`src/sv/hwm_pkg.sv`:
```
package hwm_pkg;

  localparam logic [1:0] MODE_CONTENT  = 2'd0;
  localparam logic [1:0] MODE_TAG      = 2'd1;
  localparam logic [1:0] MODE_VERBATIM = 2'd2;

  localparam logic [1:0] QUOTE_NONE   = 2'd0;
  localparam logic [1:0] QUOTE_DOUBLE = 2'd1;
  localparam logic [1:0] QUOTE_SINGLE = 2'd2;

  localparam logic [7:0] CH_LT    = 8'h3c;
  localparam logic [7:0] CH_GT    = 8'h3e;
  localparam logic [7:0] CH_SLASH = 8'h2f;
  localparam logic [7:0] CH_DQ    = 8'h22;
  localparam logic [7:0] CH_SQ    = 8'h27;
  localparam logic [7:0] CH_SPACE = 8'h20;
  localparam logic [7:0] CH_TAB   = 8'h09;
  localparam logic [7:0] CH_CR    = 8'h0d;
  localparam logic [7:0] CH_LF    = 8'h0a;

  localparam int unsigned NUM_TAGS = 4;

  // pre, script, style, textarea
  localparam logic [7:0] TAG_TEXT [NUM_TAGS][8] = '{
    '{8'h70, 8'h72, 8'h65, 8'h00, 8'h00, 8'h00, 8'h00, 8'h00},
    '{8'h73, 8'h63, 8'h72, 8'h69, 8'h70, 8'h74, 8'h00, 8'h00},
    '{8'h73, 8'h74, 8'h79, 8'h6c, 8'h65, 8'h00, 8'h00, 8'h00},
    '{8'h74, 8'h65, 8'h78, 8'h74, 8'h61, 8'h72, 8'h65, 8'h61}
  };
  localparam logic [3:0] TAG_LEN [NUM_TAGS] = '{4'd3, 4'd6, 4'd5, 4'd8};

  localparam int unsigned QDEPTH = 4;
  localparam int unsigned QIDX_W = $clog2(QDEPTH);

  typedef struct packed {
    logic [7:0] data;
    logic       last;
  } res_t;

  typedef struct packed {
    logic [1:0] parse_mode;
    logic [1:0] quote_kind;
    logic       space_pending;
    logic [7:0] last_emitted;
    logic [3:0] open_match_pos;
    logic [3:0] open_candidates;
    logic       sensitive_armed;
    logic [1:0] sensitive_tag_id;
    logic [3:0] close_match_pos;
  } state_t;

  localparam state_t STATE_RESET = '{
    parse_mode:       MODE_CONTENT,
    quote_kind:       QUOTE_NONE,
    space_pending:    1'b0,
    last_emitted:     8'h00,
    open_match_pos:   4'd0,
    open_candidates:  4'd0,
    sensitive_armed:  1'b0,
    sensitive_tag_id: 2'd0,
    close_match_pos:  4'd0
  };

  function automatic logic is_ws(input logic [7:0] b);
    return (b == CH_SPACE) || (b == CH_TAB) || (b == CH_CR) || (b == CH_LF);
  endfunction

  function automatic logic [7:0] fold(input logic [7:0] b);
    return ((b >= 8'h41) && (b <= 8'h5a)) ? (b + 8'h20) : b;
  endfunction

endpackage

```
`src/sv/hwm_core.sv`:
```
module hwm_core import hwm_pkg::*; (
  input  logic       clk_i,
  input  logic       rst_ni,
  input  logic       accept_i,
  input  logic [7:0] in_byte_i,
  input  logic       in_last_i,
  output logic [1:0] push_cnt_o,
  output res_t [1:0] push_res_o
);

  state_t     state_q, state_d;
  state_t     s;
  logic [1:0] cnt;
  logic [7:0] r0, r1;
  logic [7:0] b;
  logic [7:0] prev;
  logic [3:0] k;
  logic [3:0] keep;
  logic       hit;
  logic [1:0] hit_id;
  logic [3:0] p;
  logic [3:0] len;
  logic [3:0] restart;
  logic [3:0] pm2;

  always_comb begin
    s       = state_q;
    cnt     = 2'd0;
    r0      = 8'h00;
    r1      = 8'h00;
    b       = in_byte_i;
    prev    = state_q.last_emitted;
    k       = state_q.open_match_pos - 4'd1;
    keep    = 4'd0;
    hit     = 1'b0;
    hit_id  = 2'd0;
    p       = state_q.close_match_pos;
    len     = TAG_LEN[state_q.sensitive_tag_id];
    restart = (b == CH_LT) ? 4'd1 : 4'd0;
    pm2     = p - 4'd2;

    if (state_q.parse_mode == MODE_TAG) begin
      if (state_q.open_match_pos != 4'd0) begin
        for (int t = 0; t < NUM_TAGS; t++) begin
          if (state_q.open_candidates[t]) begin
            if (TAG_LEN[t] == k) begin
              if ((b == CH_GT) || (b == CH_SLASH) || is_ws(b)) begin
                hit    = 1'b1;
                hit_id = 2'(t);
              end
            end else if ((k < TAG_LEN[t]) && (fold(b) == TAG_TEXT[t][k[2:0]])) begin
              keep[t] = 1'b1;
            end
          end
        end
        if (hit) begin
          s.sensitive_armed  = 1'b1;
          s.sensitive_tag_id = hit_id;
        end
        if (hit || (keep == 4'd0)) begin
          s.open_match_pos  = 4'd0;
          s.open_candidates = 4'd0;
        end else begin
          s.open_match_pos  = state_q.open_match_pos + 4'd1;
          s.open_candidates = keep;
        end
      end
      r0             = b;
      cnt            = 2'd1;
      s.last_emitted = b;
      if (state_q.quote_kind != QUOTE_NONE) begin
        if (((state_q.quote_kind == QUOTE_DOUBLE) && (b == CH_DQ)) ||
            ((state_q.quote_kind == QUOTE_SINGLE) && (b == CH_SQ))) begin
          s.quote_kind = QUOTE_NONE;
        end
      end else if (b == CH_GT) begin
        s.parse_mode      = (s.sensitive_armed && (prev != CH_SLASH)) ? MODE_VERBATIM
                                                                      : MODE_CONTENT;
        s.sensitive_armed = 1'b0;
        s.open_match_pos  = 4'd0;
        s.open_candidates = 4'd0;
        s.close_match_pos = 4'd0;
      end else if (b == CH_DQ) begin
        s.quote_kind = QUOTE_DOUBLE;
      end else if (b == CH_SQ) begin
        s.quote_kind = QUOTE_SINGLE;
      end
    end else if (state_q.parse_mode == MODE_VERBATIM) begin
      r0             = b;
      cnt            = 2'd1;
      s.last_emitted = b;
      if (p == 4'd0) begin
        s.close_match_pos = restart;
      end else if (p == 4'd1) begin
        s.close_match_pos = (b == CH_SLASH) ? 4'd2 : restart;
      end else if (p < (len + 4'd2)) begin
        s.close_match_pos =
          (fold(b) == TAG_TEXT[state_q.sensitive_tag_id][pm2[2:0]]) ? (p + 4'd1) : restart;
      end else if (p == (len + 4'd2)) begin
        if (b == CH_GT) begin
          s.parse_mode      = MODE_CONTENT;
          s.close_match_pos = 4'd0;
        end else if (is_ws(b)) begin
          s.parse_mode      = MODE_TAG;
          s.quote_kind      = QUOTE_NONE;
          s.sensitive_armed = 1'b0;
          s.open_match_pos  = 4'd0;
          s.open_candidates = 4'd0;
          s.close_match_pos = 4'd0;
        end else begin
          s.close_match_pos = restart;
        end
      end else begin
        s.close_match_pos = restart;
      end
    end else begin
      if (is_ws(b)) begin
        s.space_pending = 1'b1;
        if (in_last_i) begin
          r0             = CH_SPACE;
          cnt            = 2'd1;
          s.last_emitted = CH_SPACE;
        end
      end else begin
        if (state_q.space_pending) begin
          s.space_pending = 1'b0;
          if (!((b == CH_LT) && (state_q.last_emitted == CH_GT))) begin
            r0  = CH_SPACE;
            cnt = 2'd1;
          end
        end
        if (cnt == 2'd0) begin
          r0 = b;
        end else begin
          r1 = b;
        end
        cnt            = cnt + 2'd1;
        s.last_emitted = b;
        if (b == CH_LT) begin
          s.parse_mode      = MODE_TAG;
          s.quote_kind      = QUOTE_NONE;
          s.sensitive_armed = 1'b0;
          s.open_match_pos  = 4'd1;
          s.open_candidates = 4'hf;
        end
      end
    end

    state_d = in_last_i ? STATE_RESET : s;

    push_cnt_o         = accept_i ? cnt : 2'd0;
    push_res_o[0].data = r0;
    push_res_o[0].last = in_last_i && (cnt == 2'd1);
    push_res_o[1].data = r1;
    push_res_o[1].last = in_last_i;
  end

  always_ff @(posedge clk_i or negedge rst_ni) begin
    if (!rst_ni) begin
      state_q <= STATE_RESET;
    end else if (accept_i) begin
      state_q <= state_d;
    end
  end

endmodule

```
`src/sv/hwm_outq.sv`:
```
module hwm_outq import hwm_pkg::*; (
  input  logic        clk_i,
  input  logic        rst_ni,
  input  logic [1:0]  push_cnt_i,
  input  res_t [1:0]  push_res_i,
  output logic        room_o,
  output logic        out_valid_o,
  input  logic        out_stall_i,
  output res_t        out_res_o
);

  localparam logic [QIDX_W:0] CountMax = QIDX_W'(0) + (QIDX_W + 1)'(QDEPTH);

  res_t              mem [QDEPTH];
  logic [QIDX_W-1:0] head_q, head_d;
  logic [QIDX_W-1:0] tail_q, tail_d;
  logic [QIDX_W:0]   count_q, count_d;
  logic              pop;

  assign pop         = (count_q != '0) && !out_stall_i;
  assign out_valid_o = (count_q != '0);
  assign out_res_o   = mem[head_q];
  assign room_o      = count_q <= (CountMax - (QIDX_W + 1)'(2));

  always_comb begin
    head_d  = pop ? (head_q + QIDX_W'(1)) : head_q;
    tail_d  = tail_q + QIDX_W'(push_cnt_i);
    count_d = count_q + (QIDX_W + 1)'(push_cnt_i) - (QIDX_W + 1)'(pop);
  end

  always_ff @(posedge clk_i) begin
    if (push_cnt_i != 2'd0) begin
      mem[tail_q] <= push_res_i[0];
    end
    if (push_cnt_i == 2'd2) begin
      mem[tail_q + QIDX_W'(1)] <= push_res_i[1];
    end
  end

  always_ff @(posedge clk_i or negedge rst_ni) begin
    if (!rst_ni) begin
      head_q  <= '0;
      tail_q  <= '0;
      count_q <= '0;
    end else begin
      head_q  <= head_d;
      tail_q  <= tail_d;
      count_q <= count_d;
    end
  end

endmodule

```
`src/sv/html_whitespace_minifier.sv`:
```
// an accepted item's results are registered into the result queue and reach the outputs from there
// throughput: one item per cycle while the input is not stalled; two results from one item leave one after the other
// a four-entry result queue decouples the sides; input stalls when fewer than two slots are free
// reset (rst_ni low, asynchronous) clears parser state and empties the result queue
// parser state also returns to its reset values after each item marked last
module html_whitespace_minifier import hwm_pkg::*; (
  input  logic       clk_i,
  input  logic       rst_ni,
  input  logic       in_valid_i,
  output logic       in_stall_o,
  input  logic [7:0] in_byte_i,
  input  logic       in_last_i,
  output logic       out_valid_o,
  input  logic       out_stall_i,
  output logic [7:0] out_byte_o,
  output logic       out_last_o
);

  logic       room;
  logic       accept;
  logic [1:0] push_cnt;
  res_t [1:0] push_res;
  res_t       out_res;

  assign in_stall_o = !room;
  assign accept     = in_valid_i && room;

  hwm_core u_core (
    .clk_i      (clk_i),
    .rst_ni     (rst_ni),
    .accept_i   (accept),
    .in_byte_i  (in_byte_i),
    .in_last_i  (in_last_i),
    .push_cnt_o (push_cnt),
    .push_res_o (push_res)
  );

  hwm_outq u_outq (
    .clk_i       (clk_i),
    .rst_ni      (rst_ni),
    .push_cnt_i  (push_cnt),
    .push_res_i  (push_res),
    .room_o      (room),
    .out_valid_o (out_valid_o),
    .out_stall_i (out_stall_i),
    .out_res_o   (out_res)
  );

  assign out_byte_o = out_res.data;
  assign out_last_o = out_res.last;

endmodule
```
`config.mk`:
```
export PLATFORM = sky130hd
export DESIGN_NAME = html_whitespace_minifier
export DESIGN_NICKNAME = d
export VERILOG_FILES = /design/src/sv/hwm_pkg.sv /design/src/sv/hwm_core.sv /design/src/sv/hwm_outq.sv /design/src/sv/html_whitespace_minifier.sv
export SDC_FILE = /design/constraint.sdc
export NUM_CORES = 1
export LEC_CHECK = 0
export BUFFER_PORTS_ARGS = -buffer_cell sky130_fd_sc_hd__buf_2
export CAP_MARGIN = 20
export CORE_UTILIZATION = 55
export CTS_BUF_LIST = sky130_fd_sc_hd__clkbuf_2 sky130_fd_sc_hd__clkbuf_4 sky130_fd_sc_hd__clkbuf_8
export DETAILED_ROUTE_END_ITERATION = 10
export GPL_TIMING_DRIVEN = 0
export PLACE_DENSITY = 0.72
export SYNTH_ARGS = -nofsm -noshare
export SYNTH_HDL_FRONTEND = slang
export SYNTH_SLANG_ARGS = --single-unit
export TNS_END_PERCENT = 100
```
`constraint.sdc`:
```
create_clock -name clk_i -period 3.13 [get_ports clk_i]
set_clock_uncertainty 0.05 [all_clocks]
set_input_delay 0.626 -clock clk_i [delete_from_list [all_inputs] [get_ports clk_i]]
set_output_delay 0.626 -clock clk_i [all_outputs]
set_load 0.02 [all_outputs]
```
==> results.md, run 1 <==
* Status: finished, final reports clean
* Std cell rows at 34
* Most numerous cell in the Yosys netlist: nand2_1
* Peak supply drop at 0.514 mV
* Gr ovfl total at 0
* CTS root buf: clkbuf_8
* Area leader, netlist: edfxtp_1
* Peak fanout along the critical path at 9
* Most frequent cells after synthesis: nand2_1 (51), nor2_1 (43), edfxtp_1 (36)
* Crit share post-route at 96.5%
* Top sig layer: met4
* WL met3 at 525 um
* Worst EP required at 3.33 ns
* Layout cells sized above 1 at 18.8%
* CP Launch Type: input pin
* PD cells at 712 nW/um2
* Sequential-to-total area share from yosys stat at 39.2%
* Initial DRC Count at 337
* Worst EP arrival at 3.22 ns
* Detailed-route wire length at 12.2 mm
* IO Port Bufs at 21
* TritonCTS Buffers at 9
* Initial antenna violation count at 0
* Max_cap viols at 0
* Placed Area at 5260 um2
* Nets at 606
* Hold_ws at 0.310 ns
* Avg Cell Area, Syn at 9.52 um2
* Synth Cell Area at 5000 um2
* Warnings, synthesis at 0
* Synth area leaders: edfxtp_1 (22%), dfrtp_1 (18%), ha_1 (7.0%)
* Routability cong. at 0.946
* Final setup TNS at 0 ns
* N_diodes at 0
* Reg clk slew, reported paths at 0.08 ns
* Worst hold path type: in -> async
* GRT Total Usage at 26.7%
* Final WS setup at 0.109 ns
* Post-Route Utilization at 64.9%
* Worst slack, placed at -0.620 ns
* R2R cell count at 10
* Area Growth Syn to Fin at 13.8%
* Non-Filler Instances at 677
* F_max at 331 MHz
* Fillers at 720
* Crit path kind: in -> reg
* Multi-input gate area at 2940 um2
* Reg-to-Reg End: u_core.state_q[8]
* Met2 wire length at 5.88 mm
* Cell area after layout at 5690 um2
* Initial core utilization at 57.0%
* Pins over their slew limit at 0
* Largest net degree at the start of global routing at 36
* Setup Viol. Count Final at 0
* Vias in the first global route at 4034
* Reg2reg setup slack at 0.12 ns
* WL per Instance at 18.0 um
* Die Y-Extent at 97.3 um
* Total chip power at 4.05 mW
* DRT antenna net count at 0
* Avg Vias per Cell at 6.23
* Async S/R FF share, synth at 49.3%
* Worst slew pin tran at 0.828 ns
* Pre-antenna DRT Iters at 5
* First-pass GRT wire length at 19.9 mm
* Core ar. at 8760 um2
* Sink Count at 71
* Syn nets at 567
* Cts hold-fix bufs at 0
* Crit end category: flop
* Most used DFF post-synth: edfxtp_1
* Synth cell types at 75
* Total vias in the final route at 4217
* Reg2Reg Launch Point: u_core.state_q[5]
* Register area at 1960 um2
* CTS H-Tree Depth at 3
* CTS tree: yes
* DIE WIDTH at 97.3 um
* M1 wire length at 5.35 mm
* CTS Buffer Depth at 2
* Top cell type's share of synthesized area at 21.6%
* I/O pin cnt at 24
* Die area at 9470 um2
* #FFs+latches synth at 71
* EDFF count, synth at 36
* Placed insts at 654
* Number of remaining DRC errors at 0
* Final Hold Viols at 0
* Clk_lat worst skew at 0.36 ns
* Leakage at 2.22 nW
* Syn Inst Count at 525
* DP HPWL at 8.88 mm
* Headroom to the max-slew limit at 44.8%
* Tmin final at 3.02 ns
## repair_timing
| item | 4_1_cts | 5_1_grt |
|---|---|---|
| pin swaps | 5 | 7 |
| resized for setup | 12 | 27 |
| setup endpoints to repair | 49 | 52 |
| buffers inserted | 3 | 6 |
| gates cloned | 0 | 0 |
## area by class of cell
| type | count | area share, % |
|---|---|---|
| clock buffers | 9 | 2.18 |
| inverters | 30 | 1.98 |
| repair buffers | 30 | 3.19 |
| multi-input cells | 397 | 51.7 |
| clock inverters | 7 | 1.85 |
| flip-flops and latches | 71 | 34.5 |
| plain buffers | 25 | 2.20 |
| well taps | 108 | 2.38 |
## registers in the layout (all words and copies together) (netlist names)
register / flops
u_outq.tail_q: 2
u_core.state_q: 16
u_core.p: 4
u_outq.count_q: 3
u_outq.mem: 36
u_core.prev: 8
u_outq.head_q: 2
## cell families after synthesis
logic type	after synthesis	synth area share (%)
mux	21	6.58
simple gates	209	22.2
xor+xnor	19	3.33
flops	71	39.2
fa+ha+maj	29	7.41
compound gates	119	16.8
buf+inv	57	4.56
## worst max-delay path, cell delays in order
cell and delay, ns:
clkbuf_2 0.16, or4_1 0.60, a211oi_4 0.27, or2_2 0.17
clkbuf_2 0.19, nand2_1 0.09, a31oi_2 0.24, ha_2 0.21
inv_2 0.04, fa_2 0.34, xor2_2 0.16, xnor2_1 0.13
## report_power, final
part           switching, mW  total, mW  internal, mW  leakage, nW
registers              0.158       1.36          1.20        0.775
logic                   1.07       1.84         0.774         1.34
clock network          0.387      0.846         0.459        0.112
## worst max path at each step
| stage | start | to |
|---|---|---|
| after detailed placement | in_byte_i[4] | u_outq.mem[2][3] |
| after global placement | in_byte_i[4] | u_outq.mem[2][3] |
| final | in_byte_i[4] | u_outq.count_q[2] |
| after global routing | in_byte_i[0] | u_outq.count_q[2] |
| after floorplan | in_byte_i[4] | u_outq.count_q[2] |
| after CTS | u_core.state_q[11] | u_core.state_q[4] |
## layer usage
layer | up-vias | GRT usage, %
li1 | 2002 | -
met1 | 2050 | 34.5
met2 | 130 | 44.9
met3 | 35 | 3.96
met4 | 0 | 11.1
met5 | - | 0
## placed cells by master, fill, tap and decap left out, drive strengths merged, types with 15 or more instances in the layout
cell    Yosys  routed
nand2      51      51
a21oi      26      26
dfrtp      35      35
clkbuf     22      31
nand3      15      15
inv        30      32
nor3       16      16
ha         28      28
nor2b      22      22
buf         5      33
o21ai      22      22
edfxtp     36      36
nor2       44      44
No activity file was read; power rests on OpenSTA's default activity.
==> run 2, diff against run 1 <==
--- a/config.mk
+++ b/config.mk
@@ -11,7 +11,7 @@
 export CTS_BUF_LIST = sky130_fd_sc_hd__clkbuf_2 sky130_fd_sc_hd__clkbuf_4 sky130_fd_sc_hd__clkbuf_8
 export DETAILED_ROUTE_END_ITERATION = 10
 export GPL_TIMING_DRIVEN = 0
-export PLACE_DENSITY = 0.72
+export PLACE_DENSITY = 0.75
 export SYNTH_ARGS = -nofsm -noshare
 export SYNTH_HDL_FRONTEND = slang
 export SYNTH_SLANG_ARGS = --single-unit
==> run 2 against run 1 <==
  * Count of clock-buffer cells in the layout unchanged
  * Sequential share of layout area decreased by 0.14 points
  * Register-to-register slack improved by 0.04 ns
  * Core utilization increased by 0.21 points
  * Combinational power increased by 3%
  * Critical path type unchanged
  * Highest routed layer unchanged
==> results.md, run 2 (synthesized netlist as in run 1, its figures left out) <==
* Crit share post-route at 95.8% (-0.69 points)
* Internal at 2.31 mW (-5.4%)
* TritonCTS Buffers at 9 (unchanged)
* Vias in the first global route at 4050 (+0.40%)
* Net Sw Power at 1.66 mW (+3.1%)
* Clock power frac at 17.9% (-3.0 points)
* PD cells at 695 nW/um2 (-2.3%)
* Core ar. at 8760 um2 (unchanged)
* Total vias in the final route at 4244 (+0.64%)
* GRT Total Usage at 26.7% (+0.048 points)
* Std cell rows at 34 (unchanged)
* CP Launch Type: input pin
* Tmin final at 3.00 ns (-0.0216 ns)
* Reg2Reg Launch Point: u_core.state_q[5]
* Worst EP required at 3.33 ns (about the same)
* Setup Viol. Count Final at 0 (unchanged)
* Crit end category: flop
* Worst EP arrival at 3.20 ns (-0.02 ns)
* Initial core utilization at 57.0% (unchanged)
* Crit path kind: in -> reg
* Status: finished, final reports clean
* Avg Vias per Cell at 6.22 (about the same)
* Most flops, register: u_outq.mem
* Fillers at 709 (-1.5%)
* Cts hold-fix bufs at 0 (unchanged)
* Reg2reg setup slack at 0.16 ns (+0.04 ns)
* Die Y-Extent at 97.3 um (unchanged)
* Placed insts at 654 (unchanged)
* Reg-to-Reg End: u_core.state_q[12]
* IO Port Bufs at 21 (unchanged)
* Detailed-route wire length at 12.4 mm (+2.1%)
* Headroom to the max-slew limit at 42.3% (-2.5 points)
* Final setup TNS at 0 ns (unchanged)
* DRT antenna net count at 0 (unchanged)
* Peak fanout along the critical path at 9 (unchanged)
* Clk_lat worst skew at 0.36 ns (about the same)
* Largest net degree at the start of global routing at 36 (unchanged)
* Pins over their slew limit at 0 (unchanged)
* CTS H-Tree Depth at 3 (unchanged)
* CTS tree: yes
* RSZ-0062 raised after global routing: no
* Number of remaining DRC errors at 0 (unchanged)
* F_max at 333 MHz (+0.72%)
* Initial DRC Count at 339 (+0.59%)
* I/O pin cnt at 24 (unchanged)
* R2R cell count at 12 (+2)
* Reg clk slew, reported paths at 0.09 ns (about the same)
* Layout cells sized above 1 at 19.9% (+1.1 points)
* CTS Buffer Depth at 2 (unchanged)
* Die area at 9470 um2 (unchanged)
* Peak supply drop at 0.424 mV (-18%)
* Non-Filler Instances at 682 (+0.74%)
* Initial antenna violation count at 0 (unchanged)
* Pre-antenna DRT Iters at 5 (unchanged)
* DIE WIDTH at 97.3 um (unchanged)
* Final Hold Viols at 0 (unchanged)
* Commonest non-fill, non-tap cell in the layout: nand2_1
* Leakage at 2.23 nW (+0.13%)
* Worst hold path type: in -> async
* Area Growth Syn to Fin at 14.1%
* Nets at 611 (+0.83%)
* DP HPWL at 8.98 mm (+1.1%)
* N_diodes at 0 (unchanged)
* Gr ovfl total at 0 (unchanged)
* Routability cong. at 0.946 (about the same)
* CTS root buf: clkbuf_8
* Most frequent cells in the layout: nand2_1 (50), nor2_1 (39), edfxtp_1 (36)
* Combinational power share at 48.0% (+2.5 points)
* Max_cap viols at 0 (unchanged)
* Placed Area at 5260 um2 (unchanged)
* First-pass GRT wire length at 20.1 mm (+1.0%)
* WL per Instance at 18.2 um (+1.3%)
* Worst slew pin tran at 0.863 ns (+0.0350 ns)
* Max reg flops at 36 (unchanged)
* Cell area after layout at 5700 um2 (+0.33%)
* Sw frac at 41.9% (+2.1 points)
* Sink Count at 71 (unchanged)
* Flop pwr share at 34.2% (+0.6 points)
-- run 2: cell types whose count changed in the layout (fill, tap and decap cells not counted), moves of 2 or more --
cell | previous run | this run
nor4_2 | 1 | 3
inv_6 | 1 | 3
or4_4 | 0 | 2
or4_1 | 2 | 0
buf_4 | 9 | 15
clkbuf_2 | 4 | 1
clkbuf_1 | 15 | 17
bufinv_16 | 2 | 0
-- run 2: layout make-up --
type,count,area [um2],area share [%]
Clock buffer,9,124,2.17
Inverter,30,113,1.97
Buffer,25,130,2.28
Timing Repair Buffer,34,215,3.77
Multi-Input combinational cell,398,2970,52.0
Sequential cell,71,1960,34.3
Clock inverter,7,62.6,1.10
Tap cell,108,135,2.37
-- run 2: worst max-delay path, cell delays in order --
cell and delay (ns):
buf_4 0.14, or4b_4 0.50, or3_4 0.40, o41ai_4 0.25, buf_4 0.20, nor4_4 0.05, inv_1 0.08, ha_1 0.25
fa_2 0.41, xor2_2 0.15, xnor2_1 0.13
-- run 2: what timing repair did --
action	in CTS	in global routing
buffers inserted	7	5
endpoints found under the setup margin	49	54
endpoints found under the hold margin	0	0
pin swaps	11	15
gates resized for setup	21	21
gates cloned	0	2
-- run 2: stage by stage --
stage | setup WS (ns) | util, % | total power, mW | hold WS [ns]
after CTS | -0.0374 | 63.6 | 3.85 | 0.336
after global placement | -0.581 | 60.0 | 3.03 | 0.428
after detailed placement | -0.660 | 60.0 | 3.10 | 0.439
after global routing | 0.0182 | 65.1 | 4.22 | 0.377
final | 0.130 | 65.1 | 3.97 | 0.303
after floorplan | -0.0984 | - | 2.66 | 0.280
-- run 2: how the worst max path moves through the flow --
stage | endpoint | slack (ns) | cells after the start | start
2_1_floorplan | u_outq.count_q[2] | -0.1 | 11 | in_byte_i[4]
3_3_place_gp | u_outq.mem[2][1] | -0.58 | 9 | in_byte_i[4]
3_5_place_dp | u_outq.mem[2][1] | -0.66 | 9 | in_byte_i[4]
4_1_cts | u_core.state_q[11] | -0.04 | 11 | u_core.state_q[5]
5_1_grt | u_core.state_q[13] | 0.02 | 13 | u_core.state_q[11]
6_report | u_outq.count_q[2] | 0.13 | 11 | in_byte_i[6]
-- run 2: power groups by stage --
stage	registers [mW]	clock network [mW]	logic, mW
after global placement	1.37	0	1.66
after detailed placement	1.38	0	1.72
after floorplan	1.33	0	1.33
final	1.36	0.708	1.90
after global routing	1.38	0.746	2.10
after CTS	1.35	0.710	1.78
-- run 2: per-layer routing --
layer | wire length [um] | share of wire [%] | GRT usage, % | up-vias
met2 | 6310 | 51 | 46.5 | 143
li1 | - | - | - | 2008
met1 | 5250 | 42 | 33.9 | 2068
met3 | 624 | 5.0 | 4.17 | 25
met4 | 219 | 1.8 | 9.16 | 0
met5 | 0 | 0 | 0 | -
==> run 3, diff against run 2 <==
--- a/config.mk
+++ b/config.mk
@@ -12,6 +12,7 @@
 export DETAILED_ROUTE_END_ITERATION = 10
 export GPL_TIMING_DRIVEN = 0
 export PLACE_DENSITY = 0.75
+export RECOVER_POWER = 50
 export SYNTH_ARGS = -nofsm -noshare
 export SYNTH_HDL_FRONTEND = slang
 export SYNTH_SLANG_ARGS = --single-unit
==> run 3 against run 2 <==
  * Global-route usage did not move
  * The flow now finishes with violations (max-capacitance violations, max-slew violations)
  * Setup slack got worse by 0.033 ns
  * Register-to-register slack hardly changed
  * Largest cell class unchanged
  * Largest power group unchanged
  * Routed wire length up 0.44%
  * Worst hold slack better by 0.16 ns
==> results.md, run 3 (synthesized netlist as in run 1, its figures left out) <==
* Crit path kind: in -> reg
* Internal at 2.30 mW (-0.31%)
* Status: finished with violations
* Placed Area at 5260 um2 (unchanged)
* TritonCTS Buffers at 9 (unchanged)
* RSZ-0062 raised after global routing: no
* Reg2reg setup slack at 0.16 ns (about the same)
* Most frequent cells in the layout: nand2_1 (50), nor2_1 (41), edfxtp_1 (36)
* Worst EP arrival at 3.23 ns (+0.03 ns)
* Sink Count at 71 (unchanged)
* Initial DRC Count at 338 (-0.29%)
* Setup Viol. Count Final at 0 (unchanged)
* Layout cells sized above 1 at 18.5% (-1.4 points)
* PD cells at 697 nW/um2 (+0.16%)
* Die area at 9470 um2 (unchanged)
* Flop pwr share at 34.2% (about the same)
* Reg2Reg Launch Point: u_core.state_q[5]
* Detailed-route wire length at 12.5 mm (+0.44%)
* Headroom to the max-slew limit at -31.6% (-74 points)
* WHS Path Cells at 1
* Max_cap viols at 1 (+1)
* Core ar. at 8760 um2 (unchanged)
* Clk_lat worst skew at 0.36 ns (about the same)
* IO Port Bufs at 21 (unchanged)
* Vias in the first global route at 4050 (unchanged)
* Initial core utilization at 57.0% (unchanged)
* Cell area after layout at 5680 um2 (-0.35%)
* Tmin final at 3.03 ns (+0.0332 ns)
* Die Y-Extent at 97.3 um (unchanged)
* Worst slack, placed at -0.660 ns (unchanged)
* Avg Vias per Cell at 6.26 (+0.54%)
* Most flops, register: u_outq.mem
* Final WS setup at 0.0972 ns (-0.0332 ns)
* Max reg flops at 36 (unchanged)
* Pre-antenna DRT Iters at 5 (unchanged)
* Net Sw Power at 1.66 mW (about the same)
* Initial antenna violation count at 0 (unchanged)
* Commonest non-fill, non-tap cell in the layout: nand2_1
* Gr ovfl total at 0 (unchanged)
* Leakage at 2.22 nW (-0.41%)
* N_diodes at 0 (unchanged)
* Failing checks: max-capacitance violations, max-slew violations
* R2R cell count at 12 (unchanged)
* First-pass GRT wire length at 20.1 mm (unchanged)
* GRT Total Usage at 26.7% (unchanged)
* I/O pin cnt at 24 (unchanged)
* Worst Setup SP: in_byte_i[6]
* Pins over their slew limit at 36 (+36)
* Peak supply drop at 0.423 mV (about the same)
* Crit share post-route at 96.9% (+1.1 points)
* Sw frac at 41.9% (+0.071 points)
* DRT antenna net count at 0 (unchanged)
* Min-delay src: u_outq.count_q[2]
* CTS H-Tree Depth at 3 (unchanged)
* Final Hold Viols at 0 (unchanged)
* CP Launch Type: input pin
* WL per Instance at 18.3 um (+0.44%)
* Reg clk slew, reported paths at 0.08 ns (about the same)
* CTS tree: yes
* DIE WIDTH at 97.3 um (unchanged)
* Worst slew pin tran at 1.97 ns (+1.11 ns)
* Nets at 611 (unchanged)
* Crit end category: flop
* Total vias in the final route at 4267 (+0.54%)
* Std cell rows at 34 (unchanged)
* Combinational power share at 47.9% (about the same)
* Area Growth Syn to Fin at 13.7%
* F_max at 330 MHz (-1.1%)
* Number of remaining DRC errors at 0 (unchanged)
* Largest net degree at the start of global routing at 36 (unchanged)
* Peak fanout along the critical path at 9 (unchanged)
* Routability cong. at 0.946 (unchanged)
* Final setup TNS at 0 ns (unchanged)
* Clock power frac at 17.9% (about the same)
* CTS root buf: clkbuf_8
* Worst hold path type: reg -> reg
* CTS Buffer Depth at 2 (unchanged)
* Worst EP required at 3.33 ns (about the same)
* DP HPWL at 8.98 mm (unchanged)
* Hold_ws at 0.460 ns (+0.157 ns)
[run 3: layout make-up]
| cell class | instances | area (um2) |
|---|---|---|
| Clock buffer | 9 | 124 |
| Sequential cell | 71 | 1960 |
| Clock inverter | 7 | 62.6 |
| Fill cell | 716 | 3080 |
| Inverter | 30 | 113 |
| Timing Repair Buffer | 34 | 210 |
| Tap cell | 108 | 135 |
| Buffer | 25 | 130 |
| Multi-Input combinational cell | 398 | 2950 |
[run 3: through the flow]
step	util (%)	std cells	total power, mW
after global routing	64.9	682	4.21
after global placement	60.0	654	3.03
final	64.9	682	3.96
after detailed placement	60.0	654	3.10
after CTS	63.6	676	3.85
after floorplan	-	525	2.66
[run 3: final timing paths]
path / endpoint
min reg2reg: u_outq.count_q[2]
min in group asynchronous: u_core.state_q[23]
max in group asynchronous: u_core.state_q[4]
max: u_outq.count_q[2]
min: u_outq.count_q[2]
max reg2reg: u_core.state_q[12]
[run 3: critical path, stage by stage]
cell and delay, ns:
buf_4 0.14, or4b_4 0.50, or3_1 0.43, o41ai_4 0.26, buf_4 0.20, nor4_4 0.05, inv_1 0.08, ha_1 0.25
fa_2 0.41, xor2_2 0.15, xnor2_1 0.13
[run 3: what timing repair did]
action | in CTS | in global routing
pin swaps | 11 | 15
endpoints found under the hold margin | 0 | 0
hold buffers | 0 | 0
cloned | 0 | 2
setup buffers | 7 | 5
endpoints found under the setup margin | 49 | 54
resized for setup | 21 | 21
[run 3: power groups by stage]
stage / combinational [mW] / clock, mW / sequential (mW)
floorplan: 1.33 / 0 / 1.33
global placement: 1.66 / 0 / 1.37
detailed placement: 1.72 / 0 / 1.38
CTS: 1.78 / 0.710 / 1.35
global route: 2.09 / 0.746 / 1.38
finish: 1.90 / 0.708 / 1.35
[run 3: layer usage]
metal  routed length [um]  share of wire [%]  vias to the layer above  track usage (%)
met3                  615                4.9                       27             4.17
met4                  236                1.9                        0             9.16
met5                    0                  0                        -                0
met1                 5310                 43                     2082             33.9
met2                 6300                 51                      153             46.5
li1                     -                  -                     2005                -
